### src/rtl/core/assert_macros.svh
// ----------------------------------------------------------------------------
// Assertion macros
// Shared wrappers for concurrent assertions clocked on clk and disabled
// while arst_n is low.
// ----------------------------------------------------------------------------
`ifndef ASSERT_MACROS_SVH
`define ASSERT_MACROS_SVH

// A property that must hold at every rising edge out of reset.
`define ACQ_ASSERT(label, prop, msg) \
	label: assert property (@(posedge clk) disable iff (!arst_n) (prop)) \
	else $error(msg);

// A condition that must never be true at a rising edge out of reset.
`define ACQ_NEVER(label, expr, msg) \
	`ACQ_ASSERT(label, !(expr), msg)

`endif

### src/rtl/core/acq_pkg.sv
// ----------------------------------------------------------------------------
// acq_pkg
// Types, constants and character classification shared by the address
// component quoter.
// ----------------------------------------------------------------------------
package acq_pkg;

	// Width of the size limit register and of all byte counts.
	localparam int LIMIT_W = 7;
	localparam logic [LIMIT_W-1:0] SIZE_LIMIT_RST = 7'd65;

	// Configuration register indexes.
	localparam int REG_W = 1;
	localparam logic [REG_W-1:0] REG_CHAR_SET_MODE = 1'b0;
	localparam logic [REG_W-1:0] REG_SIZE_LIMIT    = 1'b1;

	// Character set modes.
	localparam logic MODE_DISPLAY = 1'b0;
	localparam logic MODE_LOCAL   = 1'b1;

	// Characters with a role of their own.
	localparam logic [7:0] QUOTE     = 8'h22;
	localparam logic [7:0] BACKSLASH = 8'h5C;
	localparam logic [7:0] TAB       = 8'h09;
	localparam logic [7:0] SPACE     = 8'h20;
	localparam logic [7:0] PERIOD    = 8'h2E;

	// One finished component handed from the loader to the replay engine.
	typedef struct packed {
		logic               bank;
		logic               special;
		logic [LIMIT_W-1:0] cnt;
		logic [LIMIT_W-1:0] cap;
	} desc_t;

	// Release of a store bank once its component has been replayed.
	typedef struct packed {
		logic valid;
		logic bank;
	} rel_t;

	// One output request.
	typedef struct packed {
		logic [7:0] data;
		logic       last;
	} out_item_t;

	typedef enum logic [2:0] {
		BK_IDLE,
		BK_PRE,
		BK_BODY,
		BK_POST,
		BK_LONE
	} back_state_t;

	// True when the byte lies in the special set of the selected mode.
	function automatic logic is_special(input logic mode, input logic [7:0] b);
		logic common;
		// " ( ) , : ; < > @ [ \ ] are special in both modes.
		common = (b == QUOTE) || (b == 8'h28) || (b == 8'h29) || (b == 8'h2C) ||
			(b == 8'h3A) || (b == 8'h3B) || (b == 8'h3C) || (b == 8'h3E) ||
			(b == 8'h40) || (b == 8'h5B) || (b == BACKSLASH) || (b == 8'h5D);
		if (mode == MODE_LOCAL) begin
			return common || (b == TAB) || (b == SPACE);
		end
		return common || (b == PERIOD);
	endfunction

	// The four bytes that replace a component made of one lone quote.
	function automatic logic [7:0] lone_byte(input logic [1:0] idx);
		logic [7:0] b;
		unique case (idx)
			2'd1:    b = BACKSLASH;
			default: b = QUOTE;
		endcase
		return b;
	endfunction

endpackage

### src/rtl/core/address_component_quoter.sv
// ----------------------------------------------------------------------------
// address_component_quoter
// Quotes one mail address component for a display name or a local part.
// ----------------------------------------------------------------------------
// Input bytes load at one per cycle, while the bank being loaded is free,
// into one bank of a two-bank store, while the other bank replays the
// previous component, so loading and output overlap. Replay starts once a
// component is queued and then produces one output request per cycle for
// each plain byte while the output queue has room, with one more request
// for each opening quote, backslash or closing quote; a lone quote expands
// to quote, backslash, quote, quote. full rises only when both banks still
// hold components that have not been fully replayed.
module address_component_quoter #(
	parameter int NAME_SIZE = 65
) (
	input  logic                        clk,
	input  logic                        arst_n,
	input  logic                        push,
	output logic                        full,
	input  logic [7:0]                  in_byte,
	input  logic                        byte_present,
	input  logic                        in_last,
	output logic                        empty,
	input  logic                        pop,
	output logic [7:0]                  out_byte,
	output logic                        out_last,
	input  logic                        cfg_we,
	input  logic [acq_pkg::REG_W-1:0]   cfg_index,
	input  logic [acq_pkg::LIMIT_W-1:0] cfg_data
);

	import acq_pkg::*;

	`include "assert_macros.svh"

	localparam int AW = (NAME_SIZE > 2) ? $clog2(NAME_SIZE - 1) : 1;

	logic               mode_q;
	logic [LIMIT_W-1:0] limit_q;

	logic               st_wr_en;
	logic [AW:0]        st_wr_addr;
	logic [7:0]         st_wr_data;
	logic               st_rd_en;
	logic [AW:0]        st_rd_addr;
	logic [7:0]         st_rd_data;

	logic               desc_push;
	desc_t              desc_data;
	logic               desc_full;
	logic               desc_pop;
	desc_t              desc_head;
	logic               desc_empty;

	rel_t               rel;
	logic               out_push;
	out_item_t          out_item;
	logic               out_full;
	out_item_t          out_head;

	// Configuration registers.
	always_ff @(posedge clk or negedge arst_n) begin
		if (!arst_n) begin
			mode_q  <= MODE_DISPLAY;
			limit_q <= SIZE_LIMIT_RST;
		end else if (cfg_we) begin
			unique case (cfg_index)
				REG_CHAR_SET_MODE: mode_q  <= cfg_data[0];
				REG_SIZE_LIMIT:    limit_q <= cfg_data;
				default:           limit_q <= limit_q;
			endcase
		end
	end

	// Loader.
	acq_front #(
		.NAME_SIZE (NAME_SIZE),
		.AW        (AW)
	) u_front (
		.clk           (clk),
		.arst_n        (arst_n),
		.push          (push),
		.full          (full),
		.in_byte       (in_byte),
		.byte_present  (byte_present),
		.in_last       (in_last),
		.char_set_mode (mode_q),
		.size_limit    (limit_q),
		.rel           (rel),
		.wr_en         (st_wr_en),
		.wr_addr       (st_wr_addr),
		.wr_data       (st_wr_data),
		.desc_push     (desc_push),
		.desc_data     (desc_data)
	);

	// Two-bank byte store.
	acq_store #(
		.AW (AW)
	) u_store (
		.clk     (clk),
		.wr_en   (st_wr_en),
		.wr_addr (st_wr_addr),
		.wr_data (st_wr_data),
		.rd_en   (st_rd_en),
		.rd_addr (st_rd_addr),
		.rd_data (st_rd_data)
	);

	// Queue of finished components between loader and replay.
	acq_fifo #(
		.W ($bits(desc_t))
	) u_desc_q (
		.clk       (clk),
		.arst_n    (arst_n),
		.push      (desc_push),
		.push_data (desc_data),
		.full      (desc_full),
		.pop       (desc_pop),
		.pop_data  (desc_head),
		.empty     (desc_empty)
	);

	// Replay engine.
	acq_back #(
		.AW (AW)
	) u_back (
		.clk        (clk),
		.arst_n     (arst_n),
		.desc_empty (desc_empty),
		.desc_head  (desc_head),
		.desc_pop   (desc_pop),
		.rd_en      (st_rd_en),
		.rd_addr    (st_rd_addr),
		.rd_data    (st_rd_data),
		.out_full   (out_full),
		.out_push   (out_push),
		.out_item   (out_item),
		.rel        (rel)
	);

	// Output queue.
	acq_fifo #(
		.W ($bits(out_item_t))
	) u_out_q (
		.clk       (clk),
		.arst_n    (arst_n),
		.push      (out_push),
		.push_data (out_item),
		.full      (out_full),
		.pop       (pop),
		.pop_data  (out_head),
		.empty     (empty)
	);

	assign out_byte = out_head.data;
	assign out_last = out_head.last;

	// Checks on the internal handoffs.
	`ACQ_NEVER(a_desc_no_overflow, desc_push && desc_full, "component queue overflow")
	`ACQ_NEVER(a_out_no_overflow, out_push && out_full, "output queue overflow")
	`ACQ_ASSERT(a_write_on_accept, st_wr_en |-> (push && !full), "store written without request")
	`ACQ_ASSERT(a_release_at_end, rel.valid |-> (out_push && out_item.last), "bank freed early")

endmodule

### src/rtl/core/acq_fifo.sv
// ----------------------------------------------------------------------------
// acq_fifo
// Two-entry queue with push/full and pop/empty handshakes.
// ----------------------------------------------------------------------------
module acq_fifo #(
	parameter int W = 8
) (
	input  logic         clk,
	input  logic         arst_n,
	input  logic         push,
	input  logic [W-1:0] push_data,
	output logic         full,
	input  logic         pop,
	output logic [W-1:0] pop_data,
	output logic         empty
);

	logic [W-1:0] slot_q [2];
	logic         wr_ptr_q;
	logic         rd_ptr_q;
	logic [1:0]   count_q;
	logic         do_push;
	logic         do_pop;

	assign full     = (count_q == 2'd2);
	assign empty    = (count_q == 2'd0);
	assign do_push  = push && !full;
	assign do_pop   = pop && !empty;
	assign pop_data = slot_q[rd_ptr_q];

	// Pointers and fill count.
	always_ff @(posedge clk or negedge arst_n) begin
		if (!arst_n) begin
			wr_ptr_q <= 1'b0;
			rd_ptr_q <= 1'b0;
			count_q  <= 2'd0;
		end else begin
			if (do_push) begin
				wr_ptr_q <= !wr_ptr_q;
			end
			if (do_pop) begin
				rd_ptr_q <= !rd_ptr_q;
			end
			count_q <= count_q + {1'b0, do_push} - {1'b0, do_pop};
		end
	end

	// Storage slots.
	always_ff @(posedge clk) begin
		if (do_push) begin
			slot_q[wr_ptr_q] <= push_data;
		end
	end

endmodule

### src/rtl/core/acq_store.sv
// ----------------------------------------------------------------------------
// acq_store
// Two-bank byte store with one write port and one registered read port.
// ----------------------------------------------------------------------------
module acq_store #(
	parameter int AW = 6
) (
	input  logic        clk,
	input  logic        wr_en,
	input  logic [AW:0] wr_addr,
	input  logic [7:0]  wr_data,
	input  logic        rd_en,
	input  logic [AW:0] rd_addr,
	output logic [7:0]  rd_data
);

	localparam int DEPTH = 2 * (1 << AW);

	logic [7:0] mem [DEPTH];
	logic [7:0] rd_data_q;

	assign rd_data = rd_data_q;

	// Write port.
	always_ff @(posedge clk) begin
		if (wr_en) begin
			mem[wr_addr] <= wr_data;
		end
	end

	// Read port; data holds until the next read.
	always_ff @(posedge clk) begin
		if (rd_en) begin
			rd_data_q <= mem[rd_addr];
		end
	end

endmodule

### src/rtl/core/acq_front.sv
// ----------------------------------------------------------------------------
// acq_front
// Loads component bytes into the current store bank, tracks specials and
// hands each finished component to the replay side.
// ----------------------------------------------------------------------------
module acq_front #(
	parameter int NAME_SIZE = 65,
	parameter int AW        = 6
) (
	input  logic                          clk,
	input  logic                          arst_n,
	input  logic                          push,
	output logic                          full,
	input  logic [7:0]                    in_byte,
	input  logic                          byte_present,
	input  logic                          in_last,
	input  logic                          char_set_mode,
	input  logic [acq_pkg::LIMIT_W-1:0]   size_limit,
	input  acq_pkg::rel_t                 rel,
	output logic                          wr_en,
	output logic [AW:0]                   wr_addr,
	output logic [7:0]                    wr_data,
	output logic                          desc_push,
	output acq_pkg::desc_t                desc_data
);

	import acq_pkg::*;

	logic [LIMIT_W-1:0] lim;
	logic [LIMIT_W-1:0] cap;
	logic [LIMIT_W-1:0] cnt_q;
	logic [LIMIT_W-1:0] cnt_new;
	logic               special_q;
	logic               special_new;
	logic               wbank_q;
	logic [1:0]         busy_q;
	logic               accept;
	logic               store_ok;

	// The bank being loaded is free only once its last replay has finished.
	assign full   = busy_q[wbank_q];
	assign accept = push && !full;

	// Clamp the size limit into the supported range.
	always_comb begin
		if (size_limit < LIMIT_W'(2)) begin
			lim = LIMIT_W'(2);
		end else if (size_limit > LIMIT_W'(NAME_SIZE)) begin
			lim = LIMIT_W'(NAME_SIZE);
		end else begin
			lim = size_limit;
		end
	end
	assign cap = lim - LIMIT_W'(1);

	// Store the byte while there is room and classify it.
	assign store_ok    = byte_present && (cnt_q < cap);
	assign cnt_new     = cnt_q + LIMIT_W'(store_ok);
	assign special_new = special_q || (store_ok && is_special(char_set_mode, in_byte));

	assign wr_en   = accept && store_ok;
	assign wr_addr = {wbank_q, cnt_q[AW-1:0]};
	assign wr_data = in_byte;

	// An empty component produces no request at all.
	assign desc_push         = accept && in_last && (cnt_new != '0);
	assign desc_data.bank    = wbank_q;
	assign desc_data.special = special_new;
	assign desc_data.cnt     = cnt_new;
	assign desc_data.cap     = cap;

	// Component progress and bank ownership.
	always_ff @(posedge clk or negedge arst_n) begin
		if (!arst_n) begin
			cnt_q     <= '0;
			special_q <= 1'b0;
			wbank_q   <= 1'b0;
			busy_q    <= 2'b00;
		end else begin
			if (accept) begin
				if (in_last) begin
					cnt_q     <= '0;
					special_q <= 1'b0;
				end else begin
					cnt_q     <= cnt_new;
					special_q <= special_new;
				end
			end
			if (desc_push) begin
				wbank_q <= !wbank_q;
			end
			for (int b = 0; b < 2; b++) begin
				busy_q[b] <= (busy_q[b] && !(rel.valid && (rel.bank == 1'(b)))) ||
					(desc_push && (wbank_q == 1'(b)));
			end
		end
	end

endmodule

### src/rtl/core/acq_back.sv
// ----------------------------------------------------------------------------
// acq_back
// Replays one stored component, adding quotes and backslashes where the
// component needs quoting and truncating to the captured capacity.
// ----------------------------------------------------------------------------
module acq_back #(
	parameter int AW = 6
) (
	input  logic               clk,
	input  logic               arst_n,
	input  logic               desc_empty,
	input  acq_pkg::desc_t     desc_head,
	output logic               desc_pop,
	output logic               rd_en,
	output logic [AW:0]        rd_addr,
	input  logic [7:0]         rd_data,
	input  logic               out_full,
	output logic               out_push,
	output acq_pkg::out_item_t out_item,
	output acq_pkg::rel_t      rel
);

	import acq_pkg::*;

	back_state_t        state_q;
	back_state_t        state_d;
	desc_t              desc_q;
	logic [AW-1:0]      idx_q;
	logic [LIMIT_W-1:0] emitted_q;
	logic [7:0]         prev_q;
	logic [1:0]         lone_q;

	logic [7:0]         cur;
	logic               is_first;
	logic               is_lastb;
	logic               lone;
	logic               need_pre;
	logic               need_post;
	logic               emit;
	logic [7:0]         emit_byte;
	logic               seq_final;
	logic               body_fire;
	logic               done;

	// Classification of the byte now read from the store.
	assign cur       = rd_data;
	assign is_first  = (idx_q == '0);
	assign is_lastb  = ((LIMIT_W'(idx_q) + LIMIT_W'(1)) == desc_q.cnt);
	assign lone      = desc_q.special && (desc_q.cnt == LIMIT_W'(1)) && (cur == QUOTE);
	assign need_pre  = desc_q.special && (is_first ? (cur != QUOTE) :
		((cur == QUOTE) && !is_lastb && (prev_q != BACKSLASH)));
	assign need_post = desc_q.special && is_lastb && (cur != QUOTE);

	// Output selection per state.
	always_comb begin
		desc_pop  = 1'b0;
		rd_en     = 1'b0;
		rd_addr   = {desc_head.bank, {AW{1'b0}}};
		emit      = 1'b0;
		emit_byte = cur;
		seq_final = 1'b0;
		body_fire = 1'b0;
		unique case (state_q)
			BK_IDLE: begin
				desc_pop = !desc_empty;
				rd_en    = !desc_empty;
			end
			BK_PRE, BK_BODY: begin
				if (state_q == BK_PRE && lone) begin
					emit = 1'b0;
				end else if (state_q == BK_PRE && need_pre) begin
					emit      = 1'b1;
					emit_byte = is_first ? QUOTE : BACKSLASH;
				end else begin
					emit      = 1'b1;
					emit_byte = cur;
					seq_final = is_lastb && !need_post;
					body_fire = 1'b1;
				end
			end
			BK_POST: begin
				emit      = 1'b1;
				emit_byte = QUOTE;
				seq_final = 1'b1;
			end
			BK_LONE: begin
				emit      = 1'b1;
				emit_byte = lone_byte(lone_q);
				seq_final = (lone_q == 2'd3);
			end
			default: begin
				emit = 1'b0;
			end
		endcase

		out_push      = emit && !out_full;
		out_item.data = emit_byte;
		out_item.last = seq_final || ((emitted_q + LIMIT_W'(1)) == desc_q.cap);
		done          = out_push && out_item.last;
		body_fire     = body_fire && out_push;

		// Fetch the next stored byte as soon as this one is consumed.
		if (body_fire && !done && !is_lastb) begin
			rd_en   = 1'b1;
			rd_addr = {desc_q.bank, idx_q + AW'(1)};
		end

		rel.valid = done;
		rel.bank  = desc_q.bank;
	end

	// Next state.
	always_comb begin
		state_d = state_q;
		unique case (state_q)
			BK_IDLE: begin
				if (!desc_empty) begin
					state_d = BK_PRE;
				end
			end
			BK_PRE: begin
				if (lone) begin
					state_d = BK_LONE;
				end else if (need_pre) begin
					if (out_push) begin
						state_d = BK_BODY;
					end
				end else if (out_push) begin
					state_d = is_lastb ? BK_POST : BK_PRE;
				end
			end
			BK_BODY: begin
				if (out_push) begin
					state_d = is_lastb ? BK_POST : BK_PRE;
				end
			end
			BK_POST, BK_LONE: begin
				state_d = state_q;
			end
			default: begin
				state_d = BK_IDLE;
			end
		endcase
		if (done) begin
			state_d = BK_IDLE;
		end
	end

	// State and progress registers.
	always_ff @(posedge clk or negedge arst_n) begin
		if (!arst_n) begin
			state_q   <= BK_IDLE;
			idx_q     <= '0;
			emitted_q <= '0;
			lone_q    <= 2'd0;
		end else begin
			state_q <= state_d;
			if (desc_pop) begin
				idx_q     <= '0;
				emitted_q <= '0;
			end else if (out_push) begin
				emitted_q <= emitted_q + LIMIT_W'(1);
			end
			if (body_fire) begin
				idx_q <= idx_q + AW'(1);
			end
			if (state_q == BK_PRE && lone) begin
				lone_q <= 2'd0;
			end else if (state_q == BK_LONE && out_push) begin
				lone_q <= lone_q + 2'd1;
			end
		end
	end

	// Captured component and previous stored byte.
	always_ff @(posedge clk) begin
		if (desc_pop) begin
			desc_q <= desc_head;
		end
		if (body_fire) begin
			prev_q <= cur;
		end
	end

endmodule

### config.mk
export PLATFORM = sky130hd
export DESIGN_NAME = address_component_quoter
export DESIGN_NICKNAME = d
export VERILOG_FILES = /design/src/rtl/core/acq_pkg.sv /design/src/rtl/core/address_component_quoter.sv /design/src/rtl/core/acq_fifo.sv /design/src/rtl/core/acq_store.sv /design/src/rtl/core/acq_front.sv /design/src/rtl/core/acq_back.sv
export VERILOG_INCLUDE_DIRS = /design/src /design/src/rtl/core
export SDC_FILE = /design/constraint.sdc
export NUM_CORES = 1
export LEC_CHECK = 0
export ABC_CLOCK_PERIOD_IN_PS = 14500
export BUFFER_PORTS_ARGS = -buffer_cell sky130_fd_sc_hd__buf_2
export CAP_MARGIN = 5
export CORE_MARGIN = 5
export CORE_UTILIZATION = 60
export CTS_CLUSTER_SIZE = 14
export DETAILED_ROUTE_END_ITERATION = 12
export PLACE_DENSITY = 0.88
export RECOVER_POWER = 100
export SLEW_MARGIN = 30
export SYNTH_ARGS = -nofsm -noshare
export SYNTH_HDL_FRONTEND = slang
export SYNTH_HIERARCHICAL = 1
export SYNTH_SLANG_ARGS = --single-unit
export TNS_END_PERCENT = 20
### constraint.sdc
create_clock -name clk -period 14.5 [get_ports clk]
set_input_delay 0.725 -clock clk [delete_from_list [all_inputs] [get_ports clk]]
set_output_delay 0.725 -clock clk [all_outputs]
set_load 0.01 [all_outputs]
==> results.sh <==
export IMPL_io_pins=34
export IMPL_timing_rr_end="u_store/rd_data[3]"
export IMPL_fin_skew_ns=0.0394
export IMPL_violations="capacitance limit, slew limit"
export IMPL_max_slew_worst_pin_slew_ns=4.10
export IMPL_crit_chain="or3b_2 -> a21o_1 -> nor2b_1 -> inv_1 -> nand2_1 -> nor3_1 -> nand2_1 -> nor2_1 -> buf_16 -> buf_12 -> buf_16 -> clkbuf_1 -> mux4_2 -> mux4_2 -> mux4_2 -> mux2_1"
export IMPL_drtIter0Drc=4134
export IMPL_hold_class="primary input to register"
export IMPL_period_share=0.685
export IMPL_whs_ns=0.289
export IMPL_cp_required_ns=14.91
export IMPL_synth_area_mm2=0.0461
export IMPL_critPathLaunchType="register"
export IMPL_avgViaCountPerCell=7.28
export IMPL_crit_type="register to register"
export IMPL_cts_root_buf="clkbuf_16"
export IMPL_fp_dieW_um=287
export IMPL_fin_area_mm2=0.0506
export IMPL_grt_max_degree=125
export IMPL_cts_buffer_depth=3
export IMPL_cts_repair_resized=0
export IMPL_final_antenna_net_count=0
export IMPL_arrival_ns=10.34
export IMPL_cts_inserted_buffers=109
export IMPL_slowest_delay_ns=2.13
export IMPL_start_util=0.605
export IMPL_irDropWorstVdd_uv=129
export IMPL_track_usage=0.292
export IMPL_rr_worst_depth=16
export IMPL_power_density_mw_per_mm2=182
export IMPL_setup_viol=0
export IMPL_ff2ff_setup_slack_ns=4.57
export IMPL_final_cell_mix="edfxtp_1, mux4_2, nor2_1, clkbuf_16, clkbuf_1"
export IMPL_yosys_warnings=6
export IMPL_final_common_cell="edfxtp_1"
export IMPL_areaGrowthSynthToFinish_pct=9.84
export IMPL_dp_hpwl_um=65600
export IMPL_drv_slew=1203
export IMPL_placed_area_mm2=0.0473
export IMPL_gp_congestion=0.899
export IMPL_rsz0062_at_grt="false"
export IMPL_clk_latency_ns=0.69
export IMPL_fin_cells=3335
export IMPL_timing_slew_headroom=-1.73
export IMPL_drcViolationCount=0
export IMPL_post_place_ws_ns=7.35
export IMPL_core_area_mm2=0.0761
export IMPL_hold_start="cfg_data[6]"
export IMPL_grt_pass1_wl_um=173000
export IMPL_path_depth=16
export IMPL_drive_gt1_frac=0.246
export IMPL_total_power_mw=9.21
export IMPL_dieHeight_um=287
export IMPL_avgRoutedWirePerCell_um=36.6
export IMPL_cp_top_family="buffers and inverters"
export IMPL_period_needed_ns=9.93
export IMPL_die_area_mm2=0.0824
export IMPL_syn_inst=2160
export IMPL_synth_nets=2201
export IMPL_htree_levels=3
export IMPL_drt_wl_total_um=122000
export IMPL_hold_buffers=0
export IMPL_syn_mean_instance_area_um2=21.3
export IMPL_crit_path_frequent_cell="mux4_2"
export IMPL_cp_end_kind="register"
export IMPL_cts_clk_slew_worst_paths_ns=0.07
export IMPL_status="finished with violations"
export IMPL_via_count=24284
export IMPL_critical_path_endpoint="u_store/rd_data[3]"
export IMPL_critPathLaunch="u_back/state_q[2]"
export IMPL_grt_pass1_vias=24008
export IMPL_placedCellCount=3128
export IMPL_cts_tree="built"
export IMPL_setup_ws_ns=4.57
export IMPL_globalRouteOverflowTotal=0
export IMPL_finalNetCount=2253
export IMPL_worst_path_max_delay_cell="clkbuf_1"
export IMPL_antenna_found_initial=3
export IMPL_fmax_mhz=101
export IMPL_cts_setup_buffers=0
export IMPL_utilization=0.665
export IMPL_fp_row_count=101
export IMPL_setup_tns_ns=0
export IMPL_max_cap_viol_count=25
export IMPL_hold_viol=0
export IMPL_path_max_fanout=76
export IMPL_r2r_start="u_back/state_q[2]"
export IMPL_io_buffers=33
export IMPL_cts_sinks=1151
export IMPL_leakage_nw=15.5
export IMPL_dr_pass1_iters=8
export IMPL_worst_path_buf_inv=5
[flip-flops by register name, summed over array words and instances, names as in the netlist, 2 cells and up]
name / flops
u_front/busy_q: 2
u_back/prev_q: 8
u_back/lone_q: 2
u_desc_q/slot_q: 32
u_desc_q/count_q: 2
u_store/mem: 1024
u_front/cnt_q: 7
u_back/idx_q: 6
u_back/state_q: 3
u_back/emitted_q: 7
u_out_q/slot_q: 18
u_out_q/count_q: 2
u_store/rd_data: 8
u_back/desc_q: 15
limit_q: 7
[metal layers]
layer  part of all wire  GRT usage  vias up
li1                   -          -     9010
met1               0.33      0.392    12337
met2               0.49      0.474     2464
met3               0.13     0.0669      467
met4              0.058      0.122        6
met5            0.00039          0        -
[how the worst min path moves through the flow]
stage / endpoint / slack, ns / depth (start not counted)
final: limit_q[6] / 0.29 / 2
after global routing: limit_q[4] / 0.29 / 2
after CTS: u_desc_q/count_q[1] / 0.07 / 1
after detailed placement: u_back/prev_q[1] / 0.47 / 0
after global placement: u_back/prev_q[1] / 0.45 / 0
after floorplan: limit_q[1] / 0.43 / 0
[layout make-up]
class | count | area [um2]
multi-input combinational | 859 | 10900
clock inverter | 76 | 693
tap | 1030 | 1290
clock buffer | 127 | 2870
fill | 4389 | 25500
sequential | 1151 | 34300
timing repair buffer | 65 | 392
antenna | 1 | 2.50
inverter | 26 | 97.6
[where the power goes]
group          switching [mW]  internal [mW]  total, mW
sequential              0.119           3.83       3.95
combinational            1.28           1.09       2.36
clock                    1.27           1.63       2.89
total                    2.66           6.55       9.21
Power figures use the tool's default switching activity.
